`config.mk`:
```
export PLATFORM = sky130hd
export DESIGN_NAME = rgem_ctrl
export DESIGN_NICKNAME = d
export VERILOG_FILES = /design/src/rtl/rgem_pkg.sv /design/src/rtl/rgem_ctrl.sv
export SDC_FILE = /design/constraint.sdc
export NUM_CORES = 1
export LEC_CHECK = 0
export ABC_AREA = 1
export BUFFER_PORTS_ARGS = -buffer_cell sky130_fd_sc_hd__buf_2
export CAP_MARGIN = 20
export CORE_MARGIN = 2
export CORE_UTILIZATION = 60
export CTS_CLUSTER_DIAMETER = 120
export DETAILED_ROUTE_END_ITERATION = 8
export GPL_TIMING_DRIVEN = 0
export PLACE_DENSITY = 0.81
export SETUP_SLACK_MARGIN = 0.2
export SLEW_MARGIN = 20
export SYNTH_ARGS = -nofsm -noshare
export SYNTH_HDL_FRONTEND = slang
export SYNTH_SLANG_ARGS = --single-unit
```
`constraint.sdc`:
```
create_clock -name clk -period 9.95 [get_ports clk]
set_input_delay 0.4975 -clock clk [delete_from_list [all_inputs] [get_ports clk]]
set_output_delay 0.4975 -clock clk [all_outputs]
set_load 0.01 [all_outputs]
```
`src/rtl/rgem_pkg.sv`:
```
// ----------------------------------------------------------------------------
// rgem_pkg
// Shared types and constants of the raster gray edge marker.
// ----------------------------------------------------------------------------
`default_nettype none

package rgem_pkg;

	localparam int CNT_W   = 27;
	localparam int IMG_W_W = 13;
	localparam int THR_W   = 8;
	localparam int CH_W    = 8;
	localparam int GRAY_W  = 8;
	localparam int PADDR_W = 4;
	localparam int PDATA_W = 32;

	localparam logic [IMG_W_W-1:0] IMAGE_WIDTH_RST    = IMG_W_W'(640);
	localparam logic [CNT_W-1:0]   PIXEL_COUNT_RST    = CNT_W'(307200);
	localparam logic [THR_W-1:0]   EDGE_THRESHOLD_RST = THR_W'(30);

	typedef enum logic [1:0] {
		REG_IMAGE_WIDTH    = 2'd0,
		REG_PIXEL_COUNT    = 2'd1,
		REG_EDGE_THRESHOLD = 2'd2
	} reg_idx_t;

	typedef struct packed {
		logic            action;
		logic [CH_W-1:0] red;
		logic [CH_W-1:0] green;
		logic [CH_W-1:0] blue;
	} px_item_t;

	typedef struct packed {
		logic white;
		logic last;
	} mk_item_t;

	typedef struct packed {
		logic [IMG_W_W-1:0] image_width;
		logic [CNT_W-1:0]   pixel_count;
		logic [THR_W-1:0]   edge_threshold;
	} cfg_t;

	typedef struct packed {
		logic emit;
		logic wr_en;
		logic m1_ok;
		logic n1_ok;
		logic mw_ok;
		logic nw_ok;
		logic w_one;
		logic last;
		logic byp0;
		logic byp1;
		logic bypw;
	} emit_req_t;

endpackage

`default_nettype wire

```
`src/rtl/rgem_ctrl.sv`:
```
// ----------------------------------------------------------------------------
// rgem_ctrl
// Input stage: gray conversion, image counters, line buffer pointers and
// the decision which pending pixel is released by each transfer.
// ----------------------------------------------------------------------------
`default_nettype none

module rgem_ctrl #(
	parameter int MAX_WIDTH = 4096
) (
	input  wire logic                                     clk,
	input  wire logic                                     arst_n,
	input  rgem_pkg::cfg_t                                cfg,
	input  wire logic                                     px_valid,
	output logic                                          px_stall,
	input  rgem_pkg::px_item_t                            px_data,
	input  wire logic                                     s2_free,
	output rgem_pkg::emit_req_t                           req,
	output logic [rgem_pkg::GRAY_W-1:0]                   gray,
	output logic [$clog2(MAX_WIDTH+1)-1:0]                ring_wa,
	output logic [$clog2(MAX_WIDTH+1)-1:0]                ring_ra0,
	output logic [$clog2(MAX_WIDTH+1)-1:0]                ring_ra1,
	output logic [$clog2(MAX_WIDTH+1)-1:0]                ring_raw,
	output logic [$clog2(MAX_WIDTH)-1:0]                  mark_ra,
	output logic [$clog2(MAX_WIDTH)-1:0]                  mark_wa
);
	import rgem_pkg::*;

	localparam int RD  = MAX_WIDTH + 1;
	localparam int RPW = $clog2(RD);
	localparam int MPW = $clog2(MAX_WIDTH);
	localparam int WW  = RPW;
	localparam int TW  = MPW + 1;
	localparam int SUM_W  = CH_W + 2;
	localparam int PROD_W = SUM_W + 10;
	localparam int DIV3_SHIFT = 11;
	localparam logic [PROD_W-1:0] DIV3_MUL = PROD_W'(683);
	localparam logic [31:0] MAX_W32 = 32'(MAX_WIDTH);

	logic              vld_s1;
	px_item_t          item_s1;

	logic [CNT_W-1:0]  rcv_q;
	logic [CNT_W-1:0]  emt_q;
	logic [CNT_W-1:0]  pend_q;
	logic [RPW-1:0]    rptr_q;
	logic [RPW-1:0]    eptr_q;
	logic [MPW-1:0]    mptr_q;

	logic [WW-1:0]     w;
	logic              px_ok;
	logic              emit;
	logic              adv;
	logic              last;
	logic [CNT_W-1:0]  pend_n;
	logic [CNT_W:0]    e1;
	logic [CNT_W:0]    ew;
	logic [CNT_W:0]    pc_x;
	logic [RPW:0]      sumw;
	logic [TW-1:0]     mdiff;
	logic [SUM_W-1:0]  sum;
	logic [PROD_W-1:0] prod;

	// gray = sum / 3 through a reciprocal multiply, exact for sums up to 765
	assign sum  = SUM_W'(item_s1.red) + SUM_W'(item_s1.green) + SUM_W'(item_s1.blue);
	assign prod = PROD_W'(sum) * DIV3_MUL;
	assign gray = prod[DIV3_SHIFT +: GRAY_W];

	assign w = (32'(cfg.image_width) > MAX_W32) ? WW'(MAX_WIDTH) : WW'(cfg.image_width);

	assign px_ok  = vld_s1 && !item_s1.action && (rcv_q < cfg.pixel_count);
	assign pend_n = pend_q + CNT_W'(px_ok);
	assign emit   = vld_s1 && (item_s1.action ? (pend_q != '0)
		: (px_ok && (pend_q >= CNT_W'(w))));
	assign adv    = vld_s1 && (!emit || s2_free);
	assign px_stall = vld_s1 && !adv;

	assign e1   = {1'b0, emt_q} + (CNT_W+1)'(1);
	assign ew   = {1'b0, emt_q} + (CNT_W+1)'(w);
	assign pc_x = {1'b0, cfg.pixel_count};
	assign last = e1 >= pc_x;

	assign ring_wa  = rptr_q;
	assign ring_ra0 = eptr_q;
	assign ring_ra1 = (eptr_q == RPW'(RD - 1)) ? '0 : eptr_q + RPW'(1);
	assign sumw     = {1'b0, eptr_q} + (RPW+1)'(w);
	assign ring_raw = (sumw >= (RPW+1)'(RD)) ? RPW'(sumw - (RPW+1)'(RD)) : sumw[RPW-1:0];

	assign mdiff   = {1'b0, mptr_q} + TW'(MAX_WIDTH) - TW'(w);
	assign mark_ra = (mdiff >= TW'(MAX_WIDTH)) ? MPW'(mdiff - TW'(MAX_WIDTH)) : mdiff[MPW-1:0];
	assign mark_wa = mptr_q;

	always_comb begin
		req.emit  = emit;
		req.wr_en = px_ok && adv;
		req.m1_ok = emt_q != '0;
		req.n1_ok = (e1 < pc_x) && (pend_n >= CNT_W'(2));
		req.mw_ok = (w != '0) && (emt_q >= CNT_W'(w));
		req.nw_ok = (w != '0) && (ew < pc_x) && (pend_n > CNT_W'(w));
		req.w_one = w == WW'(1);
		req.last  = last;
		req.byp0  = px_ok && (ring_ra0 == rptr_q);
		req.byp1  = px_ok && (ring_ra1 == rptr_q);
		req.bypw  = px_ok && (ring_raw == rptr_q);
	end

	always_ff @(posedge clk or negedge arst_n) begin
		if (!arst_n) begin
			vld_s1 <= 1'b0;
		end else if (!px_stall) begin
			vld_s1 <= px_valid;
		end
	end

	always_ff @(posedge clk) begin
		if (px_valid && !px_stall) begin
			item_s1 <= px_data;
		end
	end

	always_ff @(posedge clk or negedge arst_n) begin
		if (!arst_n) begin
			rcv_q  <= '0;
			emt_q  <= '0;
			pend_q <= '0;
			rptr_q <= '0;
			eptr_q <= '0;
			mptr_q <= '0;
		end else if (adv) begin
			if (emit && last) begin
				rcv_q  <= '0;
				emt_q  <= '0;
				pend_q <= '0;
				rptr_q <= '0;
				eptr_q <= '0;
				mptr_q <= '0;
			end else begin
				if (px_ok) begin
					rcv_q  <= rcv_q + CNT_W'(1);
					rptr_q <= (rptr_q == RPW'(RD - 1)) ? '0 : rptr_q + RPW'(1);
				end
				if (emit) begin
					emt_q  <= emt_q + CNT_W'(1);
					pend_q <= pend_n - CNT_W'(1);
					eptr_q <= ring_ra1;
					mptr_q <= (mptr_q == MPW'(MAX_WIDTH - 1)) ? '0 : mptr_q + MPW'(1);
				end else begin
					pend_q <= pend_n;
				end
			end
		end
	end

endmodule

`default_nettype wire

```
==> impl_metrics.env <==
export IMPL_synthAdderAreaFrac_pct=20.1
export IMPL_tns_ns=0
export IMPL_drive_above_1_share_pct=9.80
export IMPL_rsz0062_at_grt="false"
export IMPL_post_cts_buffers=0
export IMPL_cts_hold_buf=0
export IMPL_htree_levels=4
export IMPL_max_freq_ghz=0.131
export IMPL_wl_um=58200
export IMPL_synth_top_area_share_pct=17.0
export IMPL_clock_path_buffers=2
export IMPL_syn_area_um2=17600
export IMPL_track_usage_pct=37.8
export IMPL_cts_tree="yes"
export IMPL_synth_top_family_by_area="simple AND/OR/NAND/NOR gates"
export IMPL_slowest_delay_ns=0.64
export IMPL_cp_slowest_cell="buf_1"
export IMPL_place_inst=3117
export IMPL_period_needed_ns=7.63
export IMPL_dp_slack_ns=2.94
export IMPL_min_period_over_period_pct=76.6
export IMPL_insertedDiodeCount=0
export IMPL_reg2reg_slack_ns=3.45
export IMPL_ctsRootBufferMaster="clkbuf_16"
export IMPL_clk_latency_ns=0.45
export IMPL_crit_fanout=10
export IMPL_fin_skew_ns=0.0139
export IMPL_synth_top_area_cell="dfrtp_1"
export IMPL_die_area_um2=30800
export IMPL_reg2reg_to="pend_q[26]"
export IMPL_grt_pass1_vias=17800
export IMPL_worstMarginPinSlew_ns=1.15
export IMPL_initial_utilization_pct=61.2
export IMPL_synth_compound_area_share_pct=7.33
export IMPL_final_cells=3149
export IMPL_gp_congestion=1.03
export IMPL_maxSlewViolCount=0
export IMPL_arrival_ns=7.13
export IMPL_seqPwrFrac_pct=13.1
export IMPL_fin_nets=3094
export IMPL_end_kind="output pin"
export IMPL_clock_sinks=145
export IMPL_utilization_pct=67.8
export IMPL_hold_viol_final=0
export IMPL_hold_slack_ns=0.00219
export IMPL_yosys_mux_area_fraction_pct=0
export IMPL_postSynthAreaPerCell_um2=6.86
export IMPL_dp_final_hpwl_um=47100
export IMPL_seq_area_frac_synth_pct=21.3
export IMPL_crit_type="flop to output pin"
export IMPL_vias=18400
export IMPL_p_sw_w=0.00343
export IMPL_syn2layout_area_growth_pct=10.8
export IMPL_start_kind="flop"
export IMPL_setup_violations=0
export IMPL_port_buffers=164
export IMPL_cp_startpoint="rcv_q[26]"
export IMPL_worstPathCellList="ha_1 > a21oi_1 > o21ai_0 > or2_0 > a21oi_1 > nand3_1 > inv_1 > buf_1 > ha_1 > ha_1 > nand2_1 > nor2_2 > nand2_1 > inv_2 > nand3_1 > nor2_1 > nand4_1 > xor2_1 > nand2_1 > nor4_1 > nand2_1 > a31oi_1 > buf_2"
export IMPL_cts_buffers=17
export IMPL_p_per_area_nw_per_um2=331
export IMPL_antenna_found_initial=0
export IMPL_p_int_w=0.00303
export IMPL_viasPerCell=5.86
export IMPL_r2r_cells=27
export IMPL_syn_nets=2910
export IMPL_hold_path_class="primary input to async pin"
export IMPL_drc=0
export IMPL_drt_pass1_iter_count=7
export IMPL_ir_worst_vdd_mv=0.639
export IMPL_p_sw_share_pct=53.1
export IMPL_yosys_warnings=0
export IMPL_die_height_um=175
export IMPL_crit_family="simple AND/OR/NAND/NOR gates"
export IMPL_crit_top_cell="nand2_1"
export IMPL_grt_max_degree=62
export IMPL_drt_initial_drc_count=1659
export IMPL_grt_pass1_wl_um=92100
export IMPL_crit_required_ns=9.45
export IMPL_layout_setup_ws_ns=2.32
export IMPL_grt_ovfl_total=0
export IMPL_p_comb_share_pct=76.9
export IMPL_synth_seq_cells=145
export IMPL_slew_limit_headroom_pct=23.1
export IMPL_synth_xor_area_share_pct=8.50
export IMPL_n_fill_cell=2597
export IMPL_leakage_nw=11.0
export IMPL_cts_clk_slew_worst_paths_ns=0.07
export IMPL_worst_path_buf_inv=4
export IMPL_rows=62
export IMPL_pin_count=173
export IMPL_max_cap_viol_count=0
export IMPL_ant_nets=0
export IMPL_yosysUniqueCellTypes=50
export IMPL_synth_area_top_cells="dfrtp_1 17%, ha_1 17%, nand2_1 14%"
export IMPL_status="complete, no violations"
export IMPL_synthSimpleGateAreaFrac_pct=32.0
export IMPL_die_x_um=175
export IMPL_core_area_um2=28800
export IMPL_wire_per_inst_um=18.5
export IMPL_syn_inst=2568
export IMPL_clockPowerShare_pct=9.9
export IMPL_cts_resized=0
export IMPL_r2r_start="rcv_q[26]"
[area by class of cell]
type | instances | area [um^2] | share of cell area (%)
clock inverter | 15 | 138 | 0.705
clock buffer | 17 | 425 | 2.18
multi-input combinational | 1945 | 12000 | 61.3
sequential | 145 | 3750 | 19.2
timing repair buffer | 165 | 855 | 4.38
inverter | 412 | 1550 | 7.92
buffer | 66 | 350 | 1.79
tap | 384 | 480 | 2.46
[per-stage QoR]
stage | total power [W] | cell area (um^2)
2_1_floorplan | 0.00430 | 17600
3_3_place_gp | 0.00552 | 18900
3_5_place_dp | 0.00575 | 19000
4_1_cts | 0.00643 | 19500
5_1_grt | 0.00715 | 19500
6_report | 0.00646 | 19500
[worst reg2reg max path, delay by kind of cell, from the launching register on]
kind | cells | cell delay (ns)
flops | 1 | 0.48
compound gates | 3 | 0.46
xor+xnor | 1 | 0.47
fa+ha+maj | 3 | 1.11
simple gates | 17 | 2.69
buf+inv | 3 | 1.20
[routing by layer]
metal  GRT usage, %  wire length (um)
met3           7.21              4650
met5              0                 0
met4           18.6              2830
met1           48.2             24200
met2           61.5             26600
[flip-flops by register name, summed over array words and instances (netlist names)]
register,count
vld_s1,1
pend_q,27
mark_wa,12
emt_q,27
item_s1,25
ring_ra0,13
rcv_q,27
ring_wa,13
[power by group through the flow]
| stage | Combinational (W) | Clock, W | Sequential (W) |
|---|---|---|---|
| global route | 0.00563 | 0.000667 | 0.000856 |
| finish | 0.00497 | 0.000642 | 0.000848 |
| CTS | 0.00495 | 0.000640 | 0.000839 |
| floorplan | 0.00350 | 0 | 0.000802 |
| global placement | 0.00467 | 0 | 0.000848 |
| detailed placement | 0.00490 | 0 | 0.000849 |
[cells in the final DEF (no fill, tap or decap), drive strengths merged]
master,count
a211oi,3
a21boi,3
and2,2
inv,420
nand2,665
a21o,6
nor3,57
o22ai,15
a32o,1
nand3,184
o21a,4
a21oi,102
or2,6
o211ai,3
clkinvlp,2
o31ai,1
a221oi,2
nor4,34
edfxtp,25
o21ai,64
and3,3
xor2,141
fa,31
nand4,112
xnor2,30
o2111ai,6
clkinv,5
dfrtp,120
nor4b,1
nor3b,6
a31oi,7
o21bai,8
a2111oi,2
ha,234
clkbuf,39
buf,209
nand3b,6
nor2,206
[cells in the mapped netlist (all sizes together)]
cell type / number
nand3: 184
o21ai: 64
o31ai: 1
edfxtp: 25
nand4: 112
xor2: 141
or2: 6
inv: 410
clkinv: 2
clkbuf: 22
nor4b: 1
a21boi: 3
nor3: 57
a221oi: 2
and2: 2
o2111ai: 6
nor3b: 6
a32o: 1
o21a: 4
a21oi: 102
nand3b: 6
xnor2: 30
o21bai: 8
o211ai: 3
a2111oi: 2
nor4: 34
nor2: 206
a211oi: 3
o22ai: 15
and3: 3
fa: 31
nand2: 665
dfrtp: 120
a31oi: 7
buf: 44
ha: 234
a21o: 6
[worst max path at each step]
stage | end | slack, ns | cells after the start
3_5_place_dp | req[7] | 2.94 | 27
3_3_place_gp | req[7] | 3.00 | 27
5_1_grt | gray[7] | 1.87 | 28
4_1_cts | gray[7] | 2.50 | 28
2_1_floorplan | gray[7] | 3.62 | 27
6_report | req[7] | 2.32 | 23
[logic make-up (layout without fill, tap and decap cells)]
| logic type | Yosys count | in the layout |
|---|---|---|
| adders and majority gates | 265 | 265 |
| AOI/OAI and AO/OA | 227 | 227 |
| buffers and inverters | 478 | 675 |
| xor gates and xnor gates | 171 | 171 |
| DFF | 145 | 145 |
| and+or+nand+nor | 1282 | 1282 |
Power figures use the tool's default switching activity.
