==> config.mk <==
export PLATFORM = sky130hd
export DESIGN_NAME = rgem_cfg
export DESIGN_NICKNAME = d
export VERILOG_FILES = /design/src/rtl/rgem_pkg.sv /design/src/rtl/rgem_cfg.sv
export SDC_FILE = /design/constraint.sdc
export NUM_CORES = 1
export LEC_CHECK = 0
export ABC_AREA = 0
export BUFFER_PORTS_ARGS = -buffer_cell sky130_fd_sc_hd__buf_4
export CORE_MARGIN = 3
export CORE_UTILIZATION = 30
export CTS_CLUSTER_DIAMETER = 200
export CTS_CLUSTER_SIZE = 30
export DETAILED_ROUTE_END_ITERATION = 6
export PLACE_DENSITY = 0.64
export SLEW_MARGIN = 40
export SYNTH_ARGS = -nofsm -noshare
export SYNTH_HDL_FRONTEND = slang
export SYNTH_SLANG_ARGS = --single-unit
==> constraint.sdc <==
create_clock -name clk -period 1.4 [get_ports clk]
set_input_delay 0.21 -clock clk [delete_from_list [all_inputs] [get_ports clk]]
set_output_delay 0.21 -clock clk [all_outputs]
set_load 0.01 [all_outputs]
==> src/rtl/rgem_pkg.sv <==
// ----------------------------------------------------------------------------
// rgem_pkg
// Shared types and constants of the raster gray edge marker.
// ----------------------------------------------------------------------------
`default_nettype none

package rgem_pkg;

	localparam int CNT_W   = 27;
	localparam int IMG_W_W = 13;
	localparam int THR_W   = 8;
	localparam int CH_W    = 8;
	localparam int GRAY_W  = 8;
	localparam int PADDR_W = 4;
	localparam int PDATA_W = 32;

	localparam logic [IMG_W_W-1:0] IMAGE_WIDTH_RST    = IMG_W_W'(640);
	localparam logic [CNT_W-1:0]   PIXEL_COUNT_RST    = CNT_W'(307200);
	localparam logic [THR_W-1:0]   EDGE_THRESHOLD_RST = THR_W'(30);

	typedef enum logic [1:0] {
		REG_IMAGE_WIDTH    = 2'd0,
		REG_PIXEL_COUNT    = 2'd1,
		REG_EDGE_THRESHOLD = 2'd2
	} reg_idx_t;

	typedef struct packed {
		logic            action;
		logic [CH_W-1:0] red;
		logic [CH_W-1:0] green;
		logic [CH_W-1:0] blue;
	} px_item_t;

	typedef struct packed {
		logic white;
		logic last;
	} mk_item_t;

	typedef struct packed {
		logic [IMG_W_W-1:0] image_width;
		logic [CNT_W-1:0]   pixel_count;
		logic [THR_W-1:0]   edge_threshold;
	} cfg_t;

	typedef struct packed {
		logic emit;
		logic wr_en;
		logic m1_ok;
		logic n1_ok;
		logic mw_ok;
		logic nw_ok;
		logic w_one;
		logic last;
		logic byp0;
		logic byp1;
		logic bypw;
	} emit_req_t;

endpackage

`default_nettype wire

==> src/rtl/rgem_cfg.sv <==
// ----------------------------------------------------------------------------
// rgem_cfg
// Configuration register file behind the APB-style port.
// ----------------------------------------------------------------------------
`default_nettype none

module rgem_cfg (
	input  wire logic                         clk,
	input  wire logic                         arst_n,
	input  wire logic                         psel,
	input  wire logic                         penable,
	input  wire logic                         pwrite,
	input  wire logic [rgem_pkg::PADDR_W-1:0] paddr,
	input  wire logic [rgem_pkg::PDATA_W-1:0] pwdata,
	output logic      [rgem_pkg::PDATA_W-1:0] prdata,
	output rgem_pkg::cfg_t                    cfg
);
	import rgem_pkg::*;

	cfg_t     cfg_q;
	reg_idx_t idx;

	assign idx = reg_idx_t'(paddr[PADDR_W-1:2]);

	always_ff @(posedge clk or negedge arst_n) begin
		if (!arst_n) begin
			cfg_q.image_width    <= IMAGE_WIDTH_RST;
			cfg_q.pixel_count    <= PIXEL_COUNT_RST;
			cfg_q.edge_threshold <= EDGE_THRESHOLD_RST;
		end else if (psel && penable && pwrite) begin
			case (idx)
				REG_IMAGE_WIDTH:    cfg_q.image_width    <= pwdata[IMG_W_W-1:0];
				REG_PIXEL_COUNT:    cfg_q.pixel_count    <= pwdata[CNT_W-1:0];
				REG_EDGE_THRESHOLD: cfg_q.edge_threshold <= pwdata[THR_W-1:0];
				default: ;
			endcase
		end
	end

	always_comb begin
		case (idx)
			REG_IMAGE_WIDTH:    prdata = PDATA_W'(cfg_q.image_width);
			REG_PIXEL_COUNT:    prdata = PDATA_W'(cfg_q.pixel_count);
			REG_EDGE_THRESHOLD: prdata = PDATA_W'(cfg_q.edge_threshold);
			default:            prdata = '0;
		endcase
	end

	assign cfg = cfg_q;

endmodule

`default_nettype wire

==> reports/qor.yml, run 1 <==
status: "finished, violations left"
violations: "setup timing"
skew_ns: 0
crit_start: "cfg[42]"
finalHoldViolCount: 0
timing.rr.start: "cfg[4]"
syn_area_per_cell_um2: 13.52
pwr-share-comb_pct: 34.2
reg2regPathDepth: 2
fin_crit_ns: 1.401
post-synth-top-count-cell: "dfrtp_1"
drv_cap: 0
async_flop_share_pct: 100.0
num_vias: 1719
hold_path_class: "in -> reg"
ant_nets: 0
cts-root-buf: "clkbuf_8"
cp.required_ns: 1.19
io_pins: 121
cts_buffers: 5
drt-pass1-iter-count: 4
cp.arrival_ns: 1.19
synth.cell_area_um2: 2257
dp_hpwl_mm: 4.152
setup_ws_ns: -0.001191
synth-edff-count: 0
drt-total-wl_mm: 5.608
area_growth_pct: 49.45
synthTopCellsByCount: "38 x dfrtp_1, 20 x mux2_1, 20 x mux2_2, 14 x and2_1, 13 x mux2i_1"
yosys_warnings: 0
p_seq_share_pct: 44.2
core_um2: 7057
cp-start-kind: "flop"
vdd_drop_max_mv: 0.6056
cts_tree: "built"
grt.overflow.total: 0
nets: 331
ys_seq_elements: 48
power_density_nw_per_um2: 1341
drc: 0
yosysUniqueCellTypes: 20
seq_area_um2: 1214
synth_largest_area_cell: "dfrtp_1"
grt_pass1_wl_mm: 8.914
clock-sinks: 48
antenna_found_initial: 0
clock_power_share_pct: 21.6
layout-drive-gt1-share_pct: 60.48
port_buffers: 108
path_max_fanout: 2
grt_pass1_vias: 1698
synthFlopType: "dfrtp_1"
drt_iter0_markers: 19
total_power_mw: 4.524
netlist_instances: 167
clkTransAtPathRegs_ns: 0.09
die_w_um: 92.74
fin_crit_sh_pct: 100.1
setup_viol_count_final: 1
dpl_cell_area_um2: 3214
post-route-util_pct: 47.80
worst_skew_pair.late_latency_ns: 0.29
ff2ff_setup_slack_ns: 0.56
cts.htree.levels: 2
grt_max_degree: 27
p_sw_mw: 1.305
p_int_mw: 3.219
die_area_um2: 8601
clk_path_buf_depth: 2
place.gp.congestion: 0.6960
seq_area_frac_synth_pct: 53.77
fmax_mhz: 713.7
fin_area_um2: 3373
cp-endpoint: "prdata[7]"
sw_frac_of_total_pct: 28.85
r2r_end: "cfg[4]"
rsz0062_at_grt: "yes"
netlist_top_cells_area: "dfrtp_1 42%, dfstp_2 12%, mux2_1 10%"
multiInputGateArea_um2: 955.9
routedWlPerCell_um: 14.49
drv_slew: 0
largest_reg_flops: 48
synth.top_cell.area_share_pct: 42.13
n_fill_cell: 669
viasPerCell: 4.442
row_count: 30
p_leak_nw: 1.693
setup.worst_path.class: "reg -> out"
start_util_pct: 31.99
grt_util_all_layers_pct: 13.17
antenna_cells: 0
endpoint_kind: "output pin"
die_height_um: 92.74
[worst max-delay path, stage by stage, from the launching register on]
cell,delay (ns)
dfstp_2,0.54
mux2i_1,0.06
o21ai_1,0.15
buf_4,0.15
[placed cells by master, fill, tap and decap left out, types with 2 or more instances in the layout]
cell type and instances:
buf_4 126, dfrtp_1 38, mux2_2 20, mux2_1 20, and2_1 14, mux2i_1 13, dfstp_2 10, nand2_1 8
mux2_4 8, nor2_1 5, o21ai_0 5, conb_1 5, clkbuf_8 5, o21ai_1 2
[metrics by stage]
step	TNS, ns	hold slack (ns)	setup WS, ns	cells
floorplan	0	-0.08559	0.08272	171
global placement	-1.566	0.1474	-0.1274	374
detailed placement	-1.907	0.1524	-0.1412	374
CTS	-0.02696	0.1136	-0.02696	384
global route	-0.1347	0.1179	-0.1018	387
finish	-0.001191	0.1271	-0.001191	387
[kinds of logic after synthesis]
logic type	after synthesis	synth area share, %
simple gates	33	7.982
other cells	1	0.1661
buf+inv	16	5.266
compound gates	8	1.774
mux	61	31.04
flops	48	53.77
[layout make-up]
cell class                 count  share of cell area (%)
sequential                    48                   35.98
clock buffer                   6                   2.151
multi-input combinational    107                   28.34
tap                           96                   3.561
clock inverter                 2                   1.039
timing repair buffer         128                   28.93
[worst min-delay path by stage]
stage	from	to	slack [ns]	depth (start not counted)
floorplan	arst_n	cfg[0]	-0.09	0
global placement	arst_n	cfg[32]	0.15	1
detailed placement	arst_n	cfg[32]	0.15	1
CTS	pwdata[20]	cfg[28]	0.11	2
global route	pwdata[23]	cfg[31]	0.12	2
finish	pwdata[20]	cfg[28]	0.13	2
[layer usage]
metal  share of wire (%)  GRT usage, %  vias up
met5                   0             0        -
met4                0.52         3.297        0
met3                 8.5         3.656        5
met2                  49         22.36       84
met1                  42         16.56      824
li1                    -             -      806
[repair_timing]
| item | 4_1_cts | 5_1_grt |
|---|---|---|
| endpoints found under the setup margin | 8 | 8 |
| cloned | 0 | 0 |
| resized for setup | 2 | 4 |
| hold buffers | 1 | 0 |
| pin swaps | 1 | 1 |
| hold endpoints to repair | 18 | 0 |
| setup buffers | 1 | 3 |
[power by group through the flow]
stage                     combinational, mW  clock [mW]  sequential, mW
after global placement                 1.49           0            2.02
after CTS                              1.54        1.02            2.01
final                                  1.55       0.976            2.00
after detailed placement               1.52           0            2.03
after global routing                   1.68        1.08            2.05
after floorplan                       0.512           0            2.15
Note: power is estimated with default switching activity, not from simulation.
==> run 2, diff against run 1 <==
--- a/config.mk
+++ b/config.mk
@@ -8,11 +8,11 @@
 export ABC_AREA = 0
 export BUFFER_PORTS_ARGS = -buffer_cell sky130_fd_sc_hd__buf_4
 export CORE_MARGIN = 3
-export CORE_UTILIZATION = 30
+export CORE_UTILIZATION = 40
 export CTS_CLUSTER_DIAMETER = 200
 export CTS_CLUSTER_SIZE = 30
 export DETAILED_ROUTE_END_ITERATION = 6
-export PLACE_DENSITY = 0.64
+export PLACE_DENSITY = 0.8
 export SLEW_MARGIN = 40
 export SYNTH_ARGS = -nofsm -noshare
 export SYNTH_HDL_FRONTEND = slang
==> run 2 against run 1 <==
Compared with the run above:
- critical endpoint unchanged
- critical path type unchanged
- sequential share of layout area rose by 0.65 points
- die area fell by 23%
- power fell by 3.3%
- core utilization rose by 15 points
- first-iteration DRC count rose by 47%
- critical path depth did not move
- worst setup slack improved by 0.022 ns
- sequential power barely moved
- largest power group unchanged
- combinational power barely moved
- register-to-register slack barely moved
- the flow now finishes without violations
- non-clock buffer count fell by 3
- global-route usage rose by 3.3 points
==> reports/qor.yml, run 2 (synthesis results as in run 1) <==
viasPerCell: 4.698  # +5.8%
endpoint_kind: "output pin"
p_int_mw: 3.081  # -4.3%
clkTransAtPathRegs_ns: 0.08  # about the same
die_area_um2: 6580  # -23%
die_w_um: 81.12  # -13%
skew_ns: 0  # unchanged
status: "finished clean"
cts.htree.levels: 2  # unchanged
cts-root-buf: "clkbuf_8"
io_pins: 121  # unchanged
drv_cap: 0  # unchanged
fin_area_um2: 3313  # -1.8%
grt_pass1_wl_mm: 8.369  # -6.1%
drc: 0  # unchanged
n_fill_cell: 447  # -33%
num_vias: 1682  # -2.2%
reg2regPathDepth: 2  # unchanged
drt_iter0_markers: 28  # +9
p_sw_mw: 1.295  # -0.77%
path_cells: "mux2i_1 -> o21ai_1 -> buf_4"
setup_viol_count_final: 0  # -1
fin_crit_sh_pct: 98.48  # -1.6 points
grt_max_degree: 49  # +81%
slowest_stage: "dfstp_2"
grt_pass1_vias: 1706  # +0.47%
hold_path_class: "in -> reg"
grt_util_all_layers_pct: 16.52  # +3.3 points
core_um2: 5270  # -25%
worst_skew_pair.late_latency_ns: 0.29  # about the same
antenna_cells: 0  # unchanged
port_buffers: 108  # unchanged
p_leak_nw: 1.670  # -1.4%
grt.overflow.total: 0  # unchanged
relSlewSlack_pct: 60.28
largest_reg_flops: 48  # unchanged
fin_crit_ns: 1.379  # -0.02241 ns
path_max_fanout: 2  # unchanged
dp_hpwl_mm: 4.074  # -1.9%
start_util_pct: 42.83  # +11 points
post-place-cells: 346  # -7.5%
fin_cells: 358  # -7.5%
multiInputGateArea_um2: 952.2  # -0.39%
drt-pass1-iter-count: 4  # unchanged
sw_frac_of_total_pct: 29.59  # +0.74 points
drt-total-wl_mm: 5.397  # -3.8%
place.gp.congestion: 0.7165  # +2.9%
p_seq_share_pct: 45.9  # +1.7 points
clk_path_buf_depth: 2  # unchanged
final_common_cell: "buf_4"
cp.required_ns: 1.19  # about the same
drv_slew: 0  # unchanged
vdd_drop_max_mv: 0.6281  # +3.7%
die_height_um: 81.12  # -13%
setup.worst_path.class: "reg -> out"
fmax_mhz: 725.3  # +1.6%
cp.arrival_ns: 1.17  # -0.02 ns
cts_tree: "built"
seq_area_um2: 1214  # unchanged
area_growth_pct: 46.79
layout-drive-gt1-share_pct: 59.72  # -0.76 points
antenna_found_initial: 0  # unchanged
cp-start-kind: "flop"
worst_path_largest_cell_delay_ns: 0.54  # about the same
clock_power_share_pct: 19.0  # -2.6 points
finalHoldViolCount: 0  # unchanged
dpl_cell_area_um2: 3179  # -1.1%
power_density_nw_per_um2: 1321  # -1.5%
whs_path_depth: 2  # unchanged
mostFrequentLayoutCells: "122 x buf_4, 38 x dfrtp_1, 20 x mux2_2, 20 x mux2_1, 14 x and2_1"
ant_nets: 0  # unchanged
tightest_slew_ns: 0.5958
rsz0062_at_grt: "yes"
row_count: 26  # -13%
nets: 328  # -0.91%
cts_buffers: 5  # unchanged
clock-sinks: 48  # unchanged
pwr-share-comb_pct: 35.1  # +0.9 points
routedWlPerCell_um: 15.08  # +4.0%
-- run 2: power groups by stage --
stage          registers [mW]  clock network, mW  logic, mW
2_1_floorplan            2.15                  0      0.512
3_3_place_gp             2.02                  0       1.48
3_5_place_dp             2.04                  0       1.52
4_1_cts                  2.02              0.871       1.53
5_1_grt                  2.06              0.920       1.66
6_report                 2.01              0.831       1.54
-- run 2: final timing paths --
check	from	end	slack [ns]
setup / recovery	cfg[42]	prdata[7]	0.02
hold / removal	pwdata[19]	cfg[27]	0.13
setup reg to reg	cfg[44]	cfg[44]	0.57
hold reg to reg	cfg[27]	cfg[27]	0.51
max in group asynchronous	arst_n	cfg[25]	0.53
min in group asynchronous	arst_n	cfg[40]	0.46
-- run 2: worst max-delay path, delay by kind of cell (launching register included) --
family | cells | cell delay [ns]
DFF | 1 | 0.54
AOI/OAI and AO/OA | 1 | 0.14
buffers and inverters | 1 | 0.14
muxes | 1 | 0.06
-- run 2: cell type report --
class                           count  share of cell area, %
Timing Repair Buffer              125                  29.15
Clock buffer                        7                  2.606
Sequential cell                    48                  36.63
Tap cell                           70                  2.644
Multi-Input combinational cell    107                  28.74
Clock inverter                      1                 0.2266
-- run 2: through the flow --
step / utilization [%] / power (mW) / worst slack, ns / hold slack [ns] / setup TNS, ns
floorplan: - / 2.658 / 0.08272 / -0.08559 / 0
global placement: 60.33 / 3.501 / -0.03832 / 0.2552 / -0.4807
detailed placement: 60.33 / 3.561 / -0.05846 / 0.2581 / -0.8088
CTS: 62.35 / 4.414 / -0.001406 / 0.1162 / -0.001406
global route: 62.87 / 4.641 / -0.04755 / 0.1292 / -0.06282
finish: 62.87 / 4.377 / 0.02122 / 0.1287 / 0
-- run 2: timing repair --
| action | in CTS | in global routing |
|---|---|---|
| endpoints found under the setup margin | 3 | 5 |
| buffers inserted | 0 | 3 |
| gates resized for setup | 2 | 3 |
| hold endpoints to repair | 38 | 0 |
| pin swaps | 0 | 1 |
| hold buffers | 1 | 0 |
-- run 2: layer usage --
layer	global-route usage [%]	up-vias	routed length, um
li1	-	801	-
met2	30.46	65	2809
met3	3.769	4	424
met1	18.92	812	2120
met4	4.899	0	42
met5	0	-	0
==> run 3, diff against run 2 <==
--- a/config.mk
+++ b/config.mk
@@ -6,13 +6,13 @@
 export NUM_CORES = 1
 export LEC_CHECK = 0
 export ABC_AREA = 0
-export BUFFER_PORTS_ARGS = -buffer_cell sky130_fd_sc_hd__buf_4
+export BUFFER_PORTS_ARGS = -buffer_cell sky130_fd_sc_hd__buf_2
 export CORE_MARGIN = 3
-export CORE_UTILIZATION = 40
+export CORE_UTILIZATION = 48
 export CTS_CLUSTER_DIAMETER = 200
 export CTS_CLUSTER_SIZE = 30
 export DETAILED_ROUTE_END_ITERATION = 6
-export PLACE_DENSITY = 0.8
+export PLACE_DENSITY = 0.92
 export SLEW_MARGIN = 40
 export SYNTH_ARGS = -nofsm -noshare
 export SYNTH_HDL_FRONTEND = slang
==> run 3 against run 2 <==
Compared with the run above:
- critical path depth unchanged
- worst setup slack better by 0.014 ns
- global-route usage rose by 1.1 points
- sequential cell count stayed put
- highest routed layer unchanged
- via count is 1.5% higher
- largest power group unchanged
==> reports/qor.yml, run 3 (synthesis results as in run 1) <==
viasPerCell: 4.994  # +6.3%
cp-endpoint: "prdata[7]"
drv_cap: 0  # unchanged
grt.overflow.total: 0  # unchanged
die_area_um2: 5561  # -15%
vdd_drop_max_mv: 0.7754  # +23%
cts_buffers: 5  # unchanged
crit_start: "cfg[42]"
cts.htree.levels: 2  # unchanged
final_common_cell: "buf_2"
cp-start-kind: "flop"
setup.worst_path.class: "reg -> out"
fmax_mhz: 732.8  # +1.0%
timing.rr.start: "cfg[28]"
rsz0062_at_grt: "yes"
fin_crit_ns: 1.365  # -0.01408 ns
grt_pass1_vias: 1613  # -5.5%
worst_skew_pair.late_latency_ns: 0.29  # about the same
cts-root-buf: "clkbuf_8"
holdWs_ns: 0.1389  # +0.01023 ns
finalHoldViolCount: 0  # unchanged
drt-total-wl_mm: 5.062  # -6.2%
clkTransAtPathRegs_ns: 0.08  # about the same
p_leak_nw: 1.608  # -3.7%
place.gp.congestion: 0.7341  # +2.5%
seq_area_um2: 1214  # unchanged
antenna_found_initial: 0  # unchanged
endpoint_kind: "output pin"
drt-pass1-iter-count: 4  # unchanged
grt_util_all_layers_pct: 17.67  # +1.1 points
ff2ff_setup_slack_ns: 0.60  # +0.03 ns
nets: 330  # +0.61%
start_util_pct: 50.79  # +8.0 points
path_max_fanout: 3  # +1
area_growth_pct: 33.32
largest_reg_flops: 48  # unchanged
core_um2: 4444  # -16%
mostFrequentLayoutCells: "108 x buf_2, 38 x dfrtp_1, 20 x mux2_2, 20 x mux2_1, 16 x buf_4"
total_power_mw: 4.010  # -8.4%
cp.arrival_ns: 1.15  # -0.02 ns
die_height_um: 74.58  # -8.1%
reg2regPathDepth: 1  # -1
status: "finished clean"
fin_cells: 342  # -4.5%
skew_ns: 0  # unchanged
drc: 0  # unchanged
num_vias: 1708  # +1.5%
setup_viol_count_final: 0  # unchanged
n_fill_cell: 359  # -20%
row_count: 24  # -7.7%
layout-drive-gt1-share_pct: 59.66  # -0.067 points
port_buffers: 108  # unchanged
routedWlPerCell_um: 14.80  # -1.8%
hold_path_class: "in -> reg"
grt_max_degree: 49  # unchanged
die_w_um: 74.58  # -8.1%
drv_slew: 0  # unchanged
r2r_end: "cfg[28]"
drt_iter0_markers: 48  # +71%
cp.required_ns: 1.19  # about the same
clk_path_buf_depth: 2  # unchanged
cts_tree: "built"
worstHoldStart: "pwdata[14]"
post_cts_buffers: 0  # unchanged
post-place-cells: 333  # -3.8%
post-route-util_pct: 67.71  # +4.8 points
power_density_nw_per_um2: 1333  # +0.89%
multiInputGateArea_um2: 947.2  # -0.53%
fin_crit_sh_pct: 97.48  # -1.0 points
setup_tns_ns: 0  # unchanged
ant_nets: 0  # unchanged
clock-sinks: 48  # unchanged
io_pins: 121  # unchanged
antenna_cells: 0  # unchanged
dp_hpwl_mm: 3.864  # -5.2%
grt_pass1_wl_mm: 7.486  # -11%
run 3: layout make-up:
type                       instances  area share [%]
multi-input combinational        107           31.48
clock inverter                     1          0.1663
sequential                        48           40.33
timing repair buffer             127           23.33
tap                               52           2.162
clock buffer                       7           2.536
run 3: routing by layer:
layer  up-vias  part of all wire (%)  global-route usage [%]
met5         -                     0                       0
met4         0                   1.2                   5.534
met3         7                   6.4                   3.919
met2        66                    52                   32.98
met1       826                    40                   19.86
li1        809                     -                       -
run 3: worst min path at each step:
stage | endpoint | slack (ns) | cells after the start
floorplan | cfg[0] | -0.09 | 0
global placement | cfg[25] | 0.21 | 2
detailed placement | cfg[25] | 0.22 | 2
CTS | cfg[24] | 0.13 | 2
global route | cfg[22] | 0.13 | 2
finish | cfg[22] | 0.14 | 2
run 3: worst max-delay path, cell delays in order, from the launching register on:
cell	delay, ns
dfstp_2	0.54
mux2i_1	0.06
o21ai_1	0.12
buf_2	0.15
run 3: power breakdown:
group	switching, mW	total (mW)	internal [mW]
Clock	0.418	0.769	0.351
Sequential	0.231	1.99	1.76
Combinational	0.597	1.25	0.654
run 3: stage by stage:
stage	instance area (um^2)	setup WS, ns
2_1_floorplan	2272	0.08272
3_3_place_gp	2912	-0.02947
3_5_place_dp	2912	-0.04326
4_1_cts	3003	0.01303
5_1_grt	3009	-0.01680
6_report	3009	0.03530
run 3: what timing repair did:
action / in CTS / in global routing
setup endpoints to repair: 1 / 12
hold buffers: 1 / 0
resized for setup: 1 / 2
hold endpoints to repair: 38 / 0
